$ cat src/rtl/core/ffha_pkg.sv
// Package for the first-fit heap allocator: payload structs, status codes,
// controller states and controller/datapath command and status structs.
// No dependencies.
package ffha_pkg;

  // configuration register indexes
  localparam logic REG_HEAP_BASE = 1'b0;
  localparam logic REG_HEAP_END  = 1'b1;

  typedef enum logic {
    FUNC_ALLOC = 1'b0,
    FUNC_FREE  = 1'b1
  } func_e;

  typedef enum logic [2:0] {
    ST_OK        = 3'd0,
    ST_ZERO      = 3'd1,
    ST_EXHAUSTED = 3'd2,
    ST_FULL      = 3'd3,
    ST_UNKNOWN   = 3'd4
  } status_e;

  typedef struct packed {
    logic          func;
    logic [31:0]   req_size;
    logic [31:0]   req_addr;
  } req_t;

  typedef struct packed {
    logic [31:0] grant_addr;
    logic [2:0]  status;
    logic [31:0] bytes_in_use;
    logic [31:0] bytes_ever_allocated;
    logic [31:0] heap_grown;
    logic [6:0]  used_entries;
    logic [6:0]  free_entries;
  } rsp_t;

  typedef enum logic [3:0] {
    S_IDLE,
    S_DECODE,
    S_MRG_RD,
    S_MRG_EX,
    S_FIT_RD,
    S_FIT_EX,
    S_RM,
    S_INS,
    S_FREE_RD,
    S_FREE_EX,
    S_DONE
  } state_e;

  // Command from controller to datapath.
  typedef struct packed {
    logic capture;    // latch request
    logic mrg_start;  // init merge pass
    logic mrg_rd;     // issue free-table read at scan index
    logic mrg_step;   // consume merge read data
    logic mrg_end;    // write back top, set new count
    logic fit_start;  // reset scan index
    logic fit_rd;     // read free entry at scan index
    logic fit_hit;    // take chunk at scan index
    logic brk_take;   // grow break pointer
    logic rm_step;    // shift one entry down in removal
    logic ins_step;   // one step of sorted insert
    logic frd;        // read used entry at scan index
    logic fhit;       // free a found chunk
    logic scan_next;  // advance scan index
    logic respond;    // drive result
    logic [2:0] status;
  } cmd_t;

  // Status from datapath to controller.
  typedef struct packed {
    logic func;
    logic size_zero;
    logic addr_zero;
    logic scan_end;    // scan index reached table count
    logic used_full;
    logic avail_full;
    logic fit_ok;      // read free entry fits
    logic free_match;  // read used entry matches address
    logic brk_ok;
    logic rm_done;
    logic ins_done;
    logic ins_more;    // another queued insert remains
  } sts_t;

endpackage

$ cat src/rtl/core/ffha_ctrl.sv
// Controller state machine of the first-fit heap allocator.
// Depends on ffha_pkg.
module ffha_ctrl import ffha_pkg::*; (
  input  logic clk_i,
  input  logic rst_ni,
  input  logic start,
  output logic busy,
  input  sts_t sts_i,
  output cmd_t cmd_o
);

  state_e state_q, state_d;

  always_ff @(posedge clk_i or negedge rst_ni) begin
    if (!rst_ni) begin
      state_q <= S_IDLE;
    end else begin
      state_q <= state_d;
    end
  end

  always_comb begin
    state_d = state_q;
    case (state_q)
      S_IDLE:    if (start) state_d = S_DECODE;
      S_DECODE: begin
        if (sts_i.func == FUNC_FREE) begin
          state_d = sts_i.addr_zero ? S_DONE : S_FREE_RD;
        end else begin
          state_d = sts_i.size_zero ? S_DONE : S_MRG_RD;
        end
      end
      S_MRG_RD:  state_d = sts_i.scan_end ? S_FIT_RD : S_MRG_EX;
      S_MRG_EX:  state_d = S_MRG_RD;
      S_FIT_RD: begin
        if (sts_i.used_full) state_d = S_DONE;
        else if (sts_i.scan_end) state_d = sts_i.brk_ok ? S_INS : S_DONE;
        else state_d = S_FIT_EX;
      end
      S_FIT_EX:  state_d = sts_i.fit_ok ? S_RM : S_FIT_RD;
      S_RM:      if (sts_i.rm_done) state_d = S_INS;
      S_INS:     if (sts_i.ins_done && !sts_i.ins_more) state_d = S_DONE;
      S_FREE_RD: state_d = sts_i.scan_end ? S_DONE : S_FREE_EX;
      S_FREE_EX: begin
        if (sts_i.free_match) state_d = sts_i.avail_full ? S_DONE : S_RM;
        else state_d = S_FREE_RD;
      end
      S_DONE:    state_d = S_IDLE;
      default:   state_d = S_IDLE;
    endcase
  end

  // status code is registered at the deciding point in the datapath
  always_comb begin
    cmd_o = '0;
    cmd_o.status = ST_OK;
    case (state_q)
      S_IDLE:    cmd_o.capture = start;
      S_DECODE: begin
        cmd_o.mrg_start = (sts_i.func == FUNC_ALLOC) && !sts_i.size_zero;
        cmd_o.fit_start = sts_i.func == FUNC_FREE;
        if (sts_i.func == FUNC_FREE) begin
          if (sts_i.addr_zero) cmd_o.status = ST_UNKNOWN;
        end else if (sts_i.size_zero) begin
          cmd_o.status = ST_ZERO;
        end
      end
      S_MRG_RD: begin
        cmd_o.mrg_rd    = !sts_i.scan_end;
        cmd_o.mrg_end   = sts_i.scan_end;
        cmd_o.fit_start = sts_i.scan_end;
      end
      S_MRG_EX:  begin cmd_o.mrg_step = 1'b1; cmd_o.scan_next = 1'b1; end
      S_FIT_RD: begin
        cmd_o.fit_rd = !sts_i.scan_end && !sts_i.used_full;
        if (sts_i.used_full) cmd_o.status = ST_FULL;
        else if (sts_i.scan_end) begin
          if (sts_i.brk_ok) cmd_o.brk_take = 1'b1;
          else cmd_o.status = ST_EXHAUSTED;
        end
      end
      S_FIT_EX: begin
        cmd_o.fit_hit   = sts_i.fit_ok;
        cmd_o.scan_next = !sts_i.fit_ok;
      end
      S_RM:      cmd_o.rm_step = 1'b1;
      S_INS:     cmd_o.ins_step = 1'b1;
      S_FREE_RD: begin
        cmd_o.frd = !sts_i.scan_end;
        if (sts_i.scan_end) cmd_o.status = ST_UNKNOWN;
      end
      S_FREE_EX: begin
        cmd_o.fhit      = sts_i.free_match && !sts_i.avail_full;
        cmd_o.scan_next = !sts_i.free_match;
        if (sts_i.free_match && sts_i.avail_full) cmd_o.status = ST_FULL;
      end
      S_DONE:    cmd_o.respond = 1'b1;
      default:   cmd_o = '0;
    endcase
  end

  assign busy = (state_q != S_IDLE);

endmodule

$ cat config.mk
export PLATFORM = sky130hd
export DESIGN_NAME = ffha_ctrl
export DESIGN_NICKNAME = d
export VERILOG_FILES = /design/src/rtl/core/ffha_pkg.sv /design/src/rtl/core/ffha_ctrl.sv
export SDC_FILE = /design/constraint.sdc
export NUM_CORES = 1
export LEC_CHECK = 0
export BUFFER_PORTS_ARGS = -buffer_cell sky130_fd_sc_hd__buf_2
export CAP_MARGIN = 25
export CORE_UTILIZATION = 44
export CTS_BUF_LIST = sky130_fd_sc_hd__clkbuf_8
export DETAILED_ROUTE_END_ITERATION = 16
export GPL_ROUTABILITY_DRIVEN = 1
export GPL_TIMING_DRIVEN = 0
export PLACE_DENSITY = 0.84
export SLEW_MARGIN = 20
export SYNTH_ARGS = -nofsm -noshare
export SYNTH_HDL_FRONTEND = slang
export SYNTH_SLANG_ARGS = --single-unit
$ cat constraint.sdc
create_clock -name clk_i -period 2 [get_ports clk_i]
set_input_delay 0.2 -clock clk_i [delete_from_list [all_inputs] [get_ports clk_i]]
set_output_delay 0.2 -clock clk_i [all_outputs]
set_load 0.05 [all_outputs]
==> flow_metrics.tcl <==
set metrics [dict create \
    ioPinCount 34 \
    numPortBuffers 33 \
    drv_slew 0 \
    share_comb_of_total_power_pct 75.6 \
    tightest_slew_ns 0.490 \
    finClkSkew_ns 0.00847 \
    synth-edff-count 0 \
    grt_antenna_before_repair 0 \
    cts_sinks 4 \
    clock_latency_ns 0.23 \
    hpwlAfterDp_um 1460 \
    grt_overflow_total 0 \
    endpoint_kind "primary output" \
    slew_headroom_pct 67.3 \
    cp.required_ns 1.80 \
    start_util_pct 50.2 \
    core.rowCount 12 \
    status "complete, no violations" \
    powerDensity_mw_per_mm2 1680 \
    routed_wl_um 2090 \
    grt_pass1_vias 712 \
    cpPeakStageDelay_ns 0.45 \
    cts_tree "yes" \
    cp_cell_sequence "clkbuf_4, nor3b_1, a21oi_1, o32a_1, nor2_1, buf_2" \
    switchingPower_uw 850 \
    worst_slack_ns 0.0946 \
    post-route-period-util_pct 95.3 \
    final-setup-viol-count 0 \
    drc 0 \
    rsz0062_at_grt "no" \
    leakagePower_uw 0.000467 \
    vias_per_cell 6.00 \
    synth_top_area_share_pct 17.0 \
    core-area_mm2 0.00117 \
    largestRegisters "state_q x4" \
    synth-warning-count 0 \
    path_clk_slew_ns 0.04 \
    synth_cells 91 \
    vdd_drop_max_mv 0.891 \
    clock.fmax_ghz 0.525 \
    postRouteAntennaNets 0 \
    gp_congestion 0.900 \
    worstSetupStartpointType "flop" \
    ctsLongestPathBuffers 2 \
    wire_per_inst_um 14.7 \
    yosysTopAreaCell "dfrtp_1" \
    hold_path_class "input port to flop" \
    critPathMaxFanout 10 \
    crit_slowest_cell "dfrtp_1" \
    regArea_um2 100 \
    intPower_uw 595 \
    post_cts_buffers 0 \
    die_w_um 38.6 \
    die_y_um 38.6 \
    largest_register "state_q" \
    timing_hold_violations_final 0 \
    final_area_um2 861 \
    synthTopCellsByArea "dfrtp_1 (17%), nor2_1 (7.7%), nand3_1 (6.0%)" \
    dpl_worst_slack_ns 0.313 \
    cts_buffers 3 \
    drt-initial-drc-count 38 \
    drv_cap 0 \
    synth_cell_types 37 \
    grt_pass1_wl_um 3280 \
    ys_seq_elements 4 \
    grt_usage_pct 33.1 \
    n_fill_cell 96 \
    seq_power_share_pct 11.7 \
    syn_area_per_cell_um2 6.46 \
    h-tree-depth 1 \
    vias 852 \
    largest_reg_flops 4 \
    n_antenna_cell 0 \
    cts-root-buf "clkbuf_8" \
    swShare_pct 58.8 \
    layout_min_cycle_time_ns 1.91 \
    p_total_uw 1440 \
    yosys-top-cells-count "nor2_1 (12), nand2_1 (8), inv_1 (7), nand3_1 (7)" \
    clockPowerShare_pct 12.6 \
    postLayoutCoreUtil_pct 73.5 \
    ys.flop_type "dfrtp_1" \
    synth_area_um2 588 \
    die-area_mm2 0.00149 \
    async_flop_share_pct 100 \
    grt_max_degree 11 \
    drive_gt1_share_pct 39.1 \
    arrival_ns 1.71 \
    multi_input_area_um2 460 \
    syn_nets 106 \
    place_area_um2 798 \
    synth.yosys.seq_area_share_pct 17.0 \
    area.growth.synth_to_final_pct 46.4 \
    fin_nets 145 \
    yosys.cell_count.top_type "nor2_1" \
    critical_path_class "flop to primary output" \
    tns_ns 0 \
    drt_pass1_iterations 4 \
]
-- worst max-delay path, delay by kind of cell, from the launching register on --
family | cells | cell delay (ns)
AO/OA/AOI/OAI | 2 | 0.25
flip-flops | 1 | 0.45
buffers and inverters | 2 | 0.51
AND/OR/NAND/NOR | 2 | 0.27
-- area by class of cell --
cell class | instances | share of cell area, %
flip-flops and latches | 4 | 11.6
well taps | 14 | 2.03
clock buffers | 3 | 4.80
repair buffers | 34 | 20.6
multi-input cells | 74 | 53.5
inverters | 7 | 3.05
plain buffers | 6 | 4.36
-- metal layers --
metal	share of wire (%)	global-route usage, %	vias up
met3	9.5	6.40	13
met2	48	49.6	63
met5	0	0	-
li1	-	-	407
met1	38	41.8	369
met4	5.0	23.3	0
-- what timing repair did --
action / 4_1_cts / 5_1_grt
gates resized for setup: 0 / 6
hold endpoints to repair: 4 / 0
setup endpoints to repair: 0 / 5
hold buffers: 1 / 0
-- power groups by stage --
stage / sequential (µW) / combinational [µW] / clock [µW]
floorplan: 152 / 842 / 0
global placement: 163 / 1030 / 0
detailed placement: 165 / 1050 / 0
CTS: 165 / 1060 / 179
global route: 173 / 1170 / 187
finish: 169 / 1090 / 183
-- metrics by stage --
| stage | hold slack (ns) | std cells |
|---|---|---|
| final | 0.266 | 142 |
| after global routing | 0.325 | 142 |
| after CTS | 0.273 | 142 |
| after detailed placement | 0.0156 | 138 |
| after global placement | 0.00377 | 138 |
| after floorplan | -0.0956 | 91 |
-- path summary, 6_finish.rpt --
path | from | endpoint | slack (ns) | cells past startpoint
setup / recovery | state_q[3]$_DFFE_PN0P_ | cmd_o[4] | 0.09 | 6
max in group asynchronous | rst_ni | state_q[2]$_DFFE_PN0P_ | 1.51 | 2
min in group asynchronous | rst_ni | state_q[3]$_DFFE_PN0P_ | 0.35 | 2
setup reg to reg | state_q[0]$_DFFE_PN0P_ | state_q[3]$_DFFE_PN0P_ | 0.43 | 4
hold / removal | sts_i[5] | state_q[1]$_DFFE_PN0P_ | 0.27 | 3
hold reg to reg | state_q[2]$_DFFE_PN0P_ | state_q[0]$_DFFE_PN0P_ | 0.75 | 2
-- layout by cell type (no fill, tap or decap), types with 2 or more instances in the layout --
master | netlist | routed
nor3_2 | 0 | 3
buf_2 | 3 | 34
nor4_2 | 0 | 2
a21oi_1 | 4 | 4
a211o_1 | 2 | 2
nor2_2 | 1 | 2
and3_1 | 3 | 3
nor2b_1 | 5 | 4
nand2_1 | 8 | 8
dfrtp_1 | 4 | 4
nand3_1 | 7 | 7
inv_1 | 7 | 7
o21ai_0 | 5 | 4
nor2_1 | 12 | 11
clkbuf_8 | 0 | 3
nand2b_1 | 2 | 2
clkbuf_4 | 0 | 2
-- cells by family after synthesis --
| family | Yosys count | share of synthesized area [%] |
|---|---|---|
| buffers and inverters | 13 | 10.2 |
| flip-flops | 4 | 17.0 |
| AND/OR/NAND/NOR | 50 | 44.3 |
| AO/OA/AOI/OAI | 24 | 28.5 |
Power figures use the tool's default switching activity.
